$ cat src/rtl/core/adagrad_sqrt.sv
// ----------------------------------------------------------------------------
// AdaGrad square root
// Digit-by-digit integer square root, one result bit per cycle.
// ----------------------------------------------------------------------------
module adagrad_sqrt (
  input  logic        clk,
  input  logic        rst,
  input  logic        start,
  input  logic [63:0] x,
  output logic        busy,
  output logic [31:0] root
);

  logic [63:0] xs;
  logic [33:0] rem;
  logic [4:0]  cnt;
  logic [35:0] rem_sh;
  logic [35:0] trial;
  logic        ge;

  assign rem_sh = {rem, xs[63:62]};
  assign trial  = {2'b00, root, 2'b01};
  assign ge     = rem_sh >= trial;

  always_ff @(posedge clk) begin
    if (rst) begin
      busy <= 1'b0;
    end else if (start) begin
      busy <= 1'b1;
    end else if (busy && cnt == 5'd31) begin
      busy <= 1'b0;
    end
  end

  always_ff @(posedge clk) begin
    if (start) begin
      xs   <= x;
      rem  <= '0;
      root <= '0;
      cnt  <= '0;
    end else if (busy) begin
      xs   <= {xs[61:0], 2'b00};
      rem  <= ge ? 34'(rem_sh - trial) : rem_sh[33:0];
      root <= {root[30:0], ge};
      cnt  <= cnt + 5'd1;
    end
  end

endmodule

$ cat config.mk
export PLATFORM = sky130hd
export DESIGN_NAME = adagrad_sqrt
export DESIGN_NICKNAME = d
export VERILOG_FILES = /design/src/rtl/core/adagrad_sqrt.sv
export SDC_FILE = /design/constraint.sdc
export NUM_CORES = 1
export LEC_CHECK = 0
export BUFFER_PORTS_ARGS = -buffer_cell sky130_fd_sc_hd__buf_2
export CORE_MARGIN = 4
export CORE_UTILIZATION = 55
export DETAILED_ROUTE_END_ITERATION = 12
export HOLD_SLACK_MARGIN = 0.03
export PLACE_DENSITY = 0.82
export SLEW_MARGIN = 20
export SYNTH_ARGS = -nofsm -noshare
export SYNTH_HDL_FRONTEND = slang
export SYNTH_SLANG_ARGS = --single-unit
export TNS_END_PERCENT = 5
$ cat constraint.sdc
create_clock -name clk -period 9.5 [get_ports clk]
set_input_delay 2.85 -clock clk [delete_from_list [all_inputs] [get_ports clk]]
set_output_delay 2.85 -clock clk [all_outputs]
set_load 0.03 [all_outputs]
==> flow_metrics.py <==
metrics = {
    "synthesis": {
        "yosys.cell_types.count": 63,
        "yosys_register_bits": 136,
        "synth-async-reset-ratio_pct": 0,
        "synth_top_cell_by_area": "edfxtp_1",
        "synth_top_family_by_area": "compound AO/OA/AOI/OAI gates",
        "syn_area_per_cell_um2": 9.92,
        "synth-compound-area-share_pct": 14.4,
        "ys_warn_count": 0,
        "synth_xor_area_share_pct": 3.36,
        "synth-main-ff-cell": "dfxtp_1",
        "synthTopCellsByArea": "edfxtp_1 (25%), dfxtp_1 (19%), mux2_2 (9.2%)",
        "synth-simple-area-share_pct": 13.1,
        "ys_seq_area_share_pct": 44.5,
        "synthAdderAreaFrac_pct": 5.96,
        "synthCells": 762,
        "synth_top_area_share_pct": 25.4,
        "syn_area_um2": 7560,
        "synth_nets": 865,
        "synth_mux_area_share_pct": 14.1,
        "synth_edf_count": 64,
    },
    "placement": {
        "place_inst": 1000,
        "gp_congestion": 0.922,
        "hpwl_um": 11400,
        "placement.io_buffers": 99,
    },
    "detailed_routing": {
        "drtAntennaViolNets": 0,
        "drc": 0,
        "post_drt_wl_per_cell_um": 15.9,
        "drt-initial-drc-count": 360,
        "dr.pass1.iters": 5,
        "num_vias": 5885,
        "viasPerCell": 5.70,
        "wirelength_um": 16400,
    },
    "setup_path": {
        "r2r_end": "rem[28]",
        "cp.arrival_ns": 4.92,
        "critPathMostFrequentCell": "buf_4",
        "path_cells": "buf_4, buf_4, nor2b_1, a32oi_1, o31ai_2",
        "regToRegSetupSlack_ns": 6.12,
        "cp_max_fo": 82,
        "cp_data_required_time_ns": 9.77,
        "critPathSlowestCell": "buf_4",
        "reg2reg_depth": 10,
        "slowest_delay_ns": 0.81,
        "startpoint_type": "primary input",
        "reg2reg_from": "root[7]",
        "cp-end-kind": "flop",
        "setup.worst_path.class": "primary input to flop",
    },
    "flow_run": {
        "cap_violations": 0,
    },
    "global_routing": {
        "grt_usage_pct": 21.1,
        "grt_max_degree": 83,
        "globalRouteOverflowTotal": 0,
        "antenna_found_initial": 1,
        "grt_pass1_vias": 5722,
        "grt_first_pass_wirelength_um": 27300,
    },
    "die": {
        "num_rows": 42,
        "core_area_um2": 13300,
        "pin_count": 100,
        "die_x_um": 125,
        "start_util_pct": 56.6,
        "die_area_um2": 15700,
        "fp.dieH_um": 125,
    },
    "clocking": {
        "cts_resized": 0,
        "clkLatencyLatePin_ns": 0.42,
        "path_clk_slew_ns": 0.06,
        "cts_buffer_depth": 2,
        "cts_tree": "yes",
        "htreeDepth": 4,
        "cts_setup_buffers": 0,
        "cts_inserted_buffers": 17,
        "cts-root-buf": "clkbuf_16",
        "holdBufCountCts": 0,
        "numClockSinks": 136,
    },
    "pwr": {
        "pwr-share-clk_pct": 27.8,
        "p_sw_share_pct": 37.7,
        "power.density_nw_per_um2": 292,
        "p_leak_uw": 0.00363,
        "power.internal_uw": 1600,
        "share_comb_of_total_power_pct": 43.2,
        "seq_power_share_pct": 29.0,
        "vdd_drop_max_mv": 0.258,
        "p_switching_uw": 964,
    },
    "final_layout": {
        "seqCellArea_um2": 3370,
        "nNetsFinal": 946,
        "fill_cells": 1072,
        "area_growth_pct": 16.0,
        "layout.cells.non_filler": 1032,
        "multiInputGateArea_um2": 3850,
        "drive_gt1_share_pct": 24.5,
        "final_common_cell": "buf_2",
        "antenna_cells": 0,
        "most-common-layout-cells": "buf_2 (98), nor2_1 (84), nand2_1 (72), dfxtp_1 (71), edfxtp_1 (64)",
    },
    "hold_path": {
        "min_from": "rem[33]",
        "holdPathStages": 2,
        "hold_path_class": "flop to flop",
        "hold_end": "rem[33]",
    },
    "timing": {
        "final_min_period_over_clock_period_pct": 48.9,
        "slew_headroom_pct": 39.0,
        "drv_slew": 0,
        "clock.fmax_mhz": 215,
        "max_slew.worst_pin.slew_ns": 0.913,
        "hold_violations": 0,
        "rsz0062_at_grt": "false",
        "period_needed_ns": 4.65,
        "fin_worst_skew_ns": 0.0105,
        "finalSetupTns_ns": 0,
        "finalSetupViolations": 0,
    },
    "run_status": {
        "status": "completed",
    },
}
[area by class of cell]
cell class,count,area share (%)
Sequential cell,136,38.4
Clock buffer,21,5.38
Inverter,44,1.88
Tap cell,176,2.51
Timing Repair Buffer,102,5.94
Clock inverter,11,1.94
Multi-Input combinational cell,542,43.9
[cell usage after synthesis (all sizes together), types with 8 or more instances]
library cell / instances
nor2: 85
nand2: 73
dfxtp: 72
edfxtp: 64
mux2: 62
inv: 44
a21oi: 43
mux2i: 37
ha: 36
o21ai: 29
clkbuf: 28
a311oi: 19
xnor2: 19
nand3: 14
buf: 12
xor2: 10
a21o: 9
a211oi: 8
[registers in the layout (all words and copies together), names as in the netlist]
| signal | count |
|---|---|
| busy | 1 |
| cnt | 5 |
| rem | 34 |
| xs | 64 |
| root | 32 |
[worst max-delay path: cells and delay by family]
family	cells	cell delay (ns)
AOI/OAI and AO/OA	2	0.44
buffers and inverters	2	1.23
and+or+nand+nor	1	0.38
[metal layers]
metal	vias to the layer above	global-route usage, %	routed length (um)
li1	2938	-	-
met1	2758	26.8	7280
met2	165	33.6	7700
met3	22	8.27	1210
met4	2	5.99	226
met5	-	0	7
[cells by family after synthesis]
kind of cell	count (synthesis)
and+or+nand+nor	219
xor gates and xnor gates	29
adders and majority gates	36
buffers and inverters	84
AOI/OAI and AO/OA	159
muxes	99
DFF	136
[worst max-delay path by stage]
stage / slack [ns] / to / start
detailed placement: 4.43 / rem[27] / start
floorplan: 4.46 / xs[0] / start
global placement: 4.42 / rem[27] / start
global route: 4.69 / rem[27] / start
CTS: 4.84 / rem[27] / start
finish: 4.85 / rem[27] / start
[power groups by stage]
stage | registers [uW] | logic, uW | clock network [uW]
floorplan | 736 | 894 | 0
global placement | 752 | 1070 | 0
detailed placement | 752 | 1080 | 0
CTS | 742 | 1090 | 722
global route | 750 | 1220 | 755
finish | 743 | 1110 | 711
[stage by stage]
| stage | utilization [%] | hold slack [ns] | area [um2] | total power [uW] | setup slack (ns) |
|---|---|---|---|---|---|
| finish | 65.7 | 0.484 | 8770 | 2560 | 4.85 |
| global route | 65.7 | 0.519 | 8770 | 2730 | 4.69 |
| CTS | 65.7 | 0.478 | 8770 | 2560 | 4.84 |
| detailed placement | 60.9 | 0.458 | 8130 | 1830 | 4.43 |
| global placement | 60.9 | 0.462 | 8130 | 1820 | 4.42 |
| floorplan | - | 0.431 | 7560 | 1630 | 4.46 |
Power figures use the tool's default switching activity.
