`config.mk`:
```
export PLATFORM = sky130hd
export DESIGN_NAME = adagrad_div
export DESIGN_NICKNAME = d
export VERILOG_FILES = /design/src/rtl/core/adagrad_pkg.sv /design/src/rtl/core/adagrad_div.sv
export SDC_FILE = /design/constraint.sdc
export NUM_CORES = 1
export LEC_CHECK = 0
export BUFFER_PORTS_ARGS = -buffer_cell sky130_fd_sc_hd__buf_2
export CORE_MARGIN = 5
export CORE_UTILIZATION = 40
export DETAILED_ROUTE_END_ITERATION = 8
export GPL_ROUTABILITY_DRIVEN = 1
export PLACE_DENSITY_LB_ADDON = 0.3
export SYNTH_ARGS = -nofsm -noshare
export SYNTH_HDL_FRONTEND = slang
export SYNTH_SLANG_ARGS = --single-unit
```
`constraint.sdc`:
```
create_clock -name clk -period 3.8 [get_ports clk]
set_input_delay 0.76 -clock clk [delete_from_list [all_inputs] [get_ports clk]]
set_output_delay 0.76 -clock clk [all_outputs]
set_load 0.01 [all_outputs]
```
`src/rtl/core/adagrad_pkg.sv`:
```
// ----------------------------------------------------------------------------
// AdaGrad update package
// Shared widths, register indexes and state codes of the update engine.
// ----------------------------------------------------------------------------
package adagrad_pkg;

  localparam int unsigned NUM_W  = 64;
  localparam int unsigned DEN_W  = 48;
  localparam int unsigned ACC_W  = 48;
  localparam int unsigned VAL_W  = 32;
  localparam int unsigned IDX_W  = 10;
  localparam int unsigned CFG_IW = 2;
  localparam int unsigned CFG_DW = 32;

  localparam logic [CFG_IW-1:0] REG_LEARNING_RATE = 2'd0;
  localparam logic [CFG_IW-1:0] REG_EPSILON       = 2'd1;
  localparam logic [CFG_IW-1:0] REG_SAMPLE_COUNT  = 2'd2;

  localparam logic [0:0] OP_LOAD   = 1'b0;
  localparam logic [0:0] OP_UPDATE = 1'b1;

  typedef enum logic [7:0] {
    ST_CLEAR = 8'b0000_0001,
    ST_IDLE  = 8'b0000_0010,
    ST_READ  = 8'b0000_0100,
    ST_DIV1  = 8'b0000_1000,
    ST_SQRT  = 8'b0001_0000,
    ST_DIV2  = 8'b0010_0000,
    ST_UPD   = 8'b0100_0000,
    ST_DONE  = 8'b1000_0000
  } state_t;

endpackage

```
`src/rtl/core/adagrad_div.sv`:
```
// ----------------------------------------------------------------------------
// AdaGrad divider
// Restoring unsigned divider that produces one quotient bit per cycle.
// ----------------------------------------------------------------------------
module adagrad_div (
  input  logic                              clk,
  input  logic                              rst,
  input  logic                              start,
  input  logic [adagrad_pkg::NUM_W-1:0]     num,
  input  logic [adagrad_pkg::DEN_W-1:0]     den,
  output logic                              busy,
  output logic [adagrad_pkg::NUM_W-1:0]     quo
);

  logic [adagrad_pkg::NUM_W-1:0] q;
  logic [adagrad_pkg::DEN_W-1:0] rem;
  logic [adagrad_pkg::DEN_W-1:0] dvs;
  logic [6:0]                    cnt;
  logic [adagrad_pkg::DEN_W:0]   rem_sh;
  logic [adagrad_pkg::DEN_W:0]   diff;
  logic                          ge;

  assign rem_sh = {rem, q[adagrad_pkg::NUM_W-1]};
  assign ge     = rem_sh >= {1'b0, dvs};
  assign diff   = rem_sh - {1'b0, dvs};
  assign quo    = q;

  always_ff @(posedge clk) begin
    if (rst) begin
      busy <= 1'b0;
    end else if (start) begin
      busy <= 1'b1;
    end else if (busy && cnt == 7'd63) begin
      busy <= 1'b0;
    end
  end

  always_ff @(posedge clk) begin
    if (start) begin
      q   <= num;
      rem <= '0;
      dvs <= den;
      cnt <= '0;
    end else if (busy) begin
      q   <= {q[adagrad_pkg::NUM_W-2:0], ge};
      rem <= ge ? diff[adagrad_pkg::DEN_W-1:0] : rem_sh[adagrad_pkg::DEN_W-1:0];
      cnt <= cnt + 7'd1;
    end
  end

endmodule

```
==> results.yml <==
drt:
  post-route-drc-count: 0
  wl_met3_um: 1950
  wl_met2_um: 10800
  via_per_inst: 5.23
  ant_nets: 0
  dr.first_iter.drc_count: 399
  wl_per_cell_um: 17.0
  m1WireLength_um: 10600
  routed.top_layer: "met5"
  firstDrtPassIters: 5
  drt_wl_total_um: 23800
  vias: 7313
power_and_ir_drop:
  combPwrFrac: 0.237
  vdd_ir_drop_max_mv: 0.265
  pwr-share-clk: 0.336
  switching_share: 0.318
  p_int_mw: 3.57
  power_density_mw_per_mm2: 466
  p_sw_mw: 1.66
  leakage_nw: 4.81
  seq_power_share: 0.427
floorplanning:
  die_x_um: 163
  io_pins: 180
  initial_core_util: 0.403
  die_h_um: 163
  rows: 56
  core_mm2: 0.0233
  die-area_mm2: 0.0267
status:
  status: "finished, final reports clean"
clocking:
  clock_latency_ps: 440
  root_buffer: "clkbuf_16"
  cts_made_buffers: 17
  tritoncts: "built"
  cts_setup_buffers: 0
  ctsHtreeMaxLevel: 4
  postCtsHoldBufs: 0
  cts.repair.resized: 0
  clk_path_buf_depth: 2
  clock_sinks: 168
  clk_pin_slew_ps: 70
timing:
  setup_violations: 0
  max-slew-margin-rel: 0.443
  hold_viol: 0
  min_period_over_period: 0.863
  fin_tns_setup_ps: 0
  fin_skew_ps: 16.2
  fmax_mhz: 305
  report.final.slew_viol_count: 0
  worstMarginPinSlew_ps: 836
  finalWorstSetupSlack_ps: 521
  rsz0062_at_grt: "no"
  hold_ws_ps: 473
  timing.final.crit_period_ps: 3280
job:
  maxCapViolCount: 0
final_layout:
  fill_cells: 2186
  final_nets: 1230
  diodes: 0
  final_cells: 1397
  area_growth_pct: 19.5
  drive_above_1_share: 0.275
  mostFrequentLayoutCells: "178 x buf_2, 112 x edfxtp_1, 71 x nor2_1"
  mostFrequentLayoutCell: "buf_2"
min_path:
  min-delay-path-class: "flip-flop to flip-flop"
  holdPathStages: 2
placed_design:
  hpwlAfterDp_um: 17500
  dp_slack_ps: 539
  dp_cells: 1365
  finalWeightedCongestion: 0.882
  io_buffers: 179
global_route:
  track_usage: 0.180
  grt_pass1_wl_um: 38300
  grt_max_degree: 78
  first_global_vias: 7355
  grt_overflow_total: 0
  antenna_found_initial: 3
logic_synthesis:
  ys_ff_latch: 168
  synth_cell_type_count: 58
  netlist_instances: 896
  synth_ff_type: "edfxtp_1"
  synth_nets: 1061
  yosysSeqAreaShare: 0.477
  ys.warnings.count: 0
  synthesis.area_mm2: 0.00940
  avgSynthCellArea_um2: 10.5
  synth_edf_count: 112
  async_flop_share: 0
worst_setup_path:
  required_ps: 4150
  worst_setup_path_start_kind: "flip-flop"
  critPathCaptureType: "flip-flop"
  ff2ff_path_depth: 12
  cp_max_fo: 7
  cp.arrival_ps: 3620
  crit_type: "flip-flop to flip-flop"
logic make-up after synthesis:
family	after synthesis	synth area share
AOI/OAI and AO/OA	228	0.159
adders and majority gates	50	0.0674
muxes	96	0.111
DFF	168	0.477
xor gates and xnor gates	43	0.0401
buffers and inverters	102	0.0438
and+or+nand+nor	209	0.101
state kept, by name (all words and copies together), names as in the netlist:
register	flops
cnt	7
dvs	48
quo	64
busy	1
rem	48
metrics by stage:
stage | util | power, mW | area (um^2)
after global placement | 0.456 | 3.49 | 10600
final | 0.481 | 5.23 | 11200
after detailed placement | 0.456 | 3.51 | 10600
after global routing | 0.481 | 5.52 | 11200
after CTS | 0.481 | 5.28 | 11200
after floorplan | - | 3.14 | 9400
power groups by stage:
stage | combinational (mW) | sequential (mW) | clock (mW)
2_1_floorplan | 0.848 | 2.29 | 0
3_5_place_dp | 1.23 | 2.27 | 0
3_3_place_gp | 1.22 | 2.27 | 0
6_report | 1.24 | 2.24 | 1.76
4_1_cts | 1.24 | 2.24 | 1.80
5_1_grt | 1.37 | 2.26 | 1.89
synthesized netlist by cell type, types with 9 or more instances:
master,instances,area [um^2]
a211oi_1,31,233
a21o_1,30,225
a21oi_1,59,295
a31oi_1,10,62.6
clkbuf_1,32,120
dfxtp_1,56,1120
edfxtp_1,112,3360
ha_1,49,613
inv_1,63,236
mux2_2,64,721
mux2i_1,32,320
nand2_1,65,244
nand2b_1,10,62.6
nand4_1,15,93.8
nor2_1,71,267
nor2b_1,9,56.3
nor3_1,9,45.0
o21a_1,9,67.6
o21ai_0,42,210
xnor2_1,25,219
xor2_1,18,158
per-layer routing:
metal | GRT usage | up-vias
met3 | 0.0636 | 41
met5 | 0 | -
li1 | - | 3628
met4 | 0.0473 | 4
met1 | 0.234 | 3403
met2 | 0.287 | 237
path summary, 6_finish.rpt:
| check | start | to | slack (ps) |
|---|---|---|---|
| max reg2reg | dvs[19]$_DFFE_PP_ | rem[28]$_SDFFE_PP0P_ | 520 |
| max | dvs[19]$_DFFE_PP_ | rem[28]$_SDFFE_PP0P_ | 520 |
| min | rem[26]$_SDFFE_PP0P_ | rem[26]$_SDFFE_PP0P_ | 470 |
| min reg2reg | rem[26]$_SDFFE_PP0P_ | rem[26]$_SDFFE_PP0P_ | 470 |
area by class of cell:
class                      count  area, um^2  area share
multi-input combinational    626        4510       0.402
clock buffer                  17         425      0.0379
clock inverter                15         174      0.0155
timing repair buffer         189        1000      0.0892
sequential                   168        4490       0.399
tap                          319         399      0.0355
inverter                      63         236      0.0211
worst max-delay path, stage by stage (launching register included):
cell      delay [ps]
edfxtp_1         340
inv_1             40
ha_1             390
nand2_1          180
nor3_1           350
and3_1           280
o21a_1           200
nor2_1            80
o21ai_1          540
a21oi_1          230
xnor2_1          220
mux2i_1          110
a211oi_1         220
No activity file was read; power rests on OpenSTA's default activity.
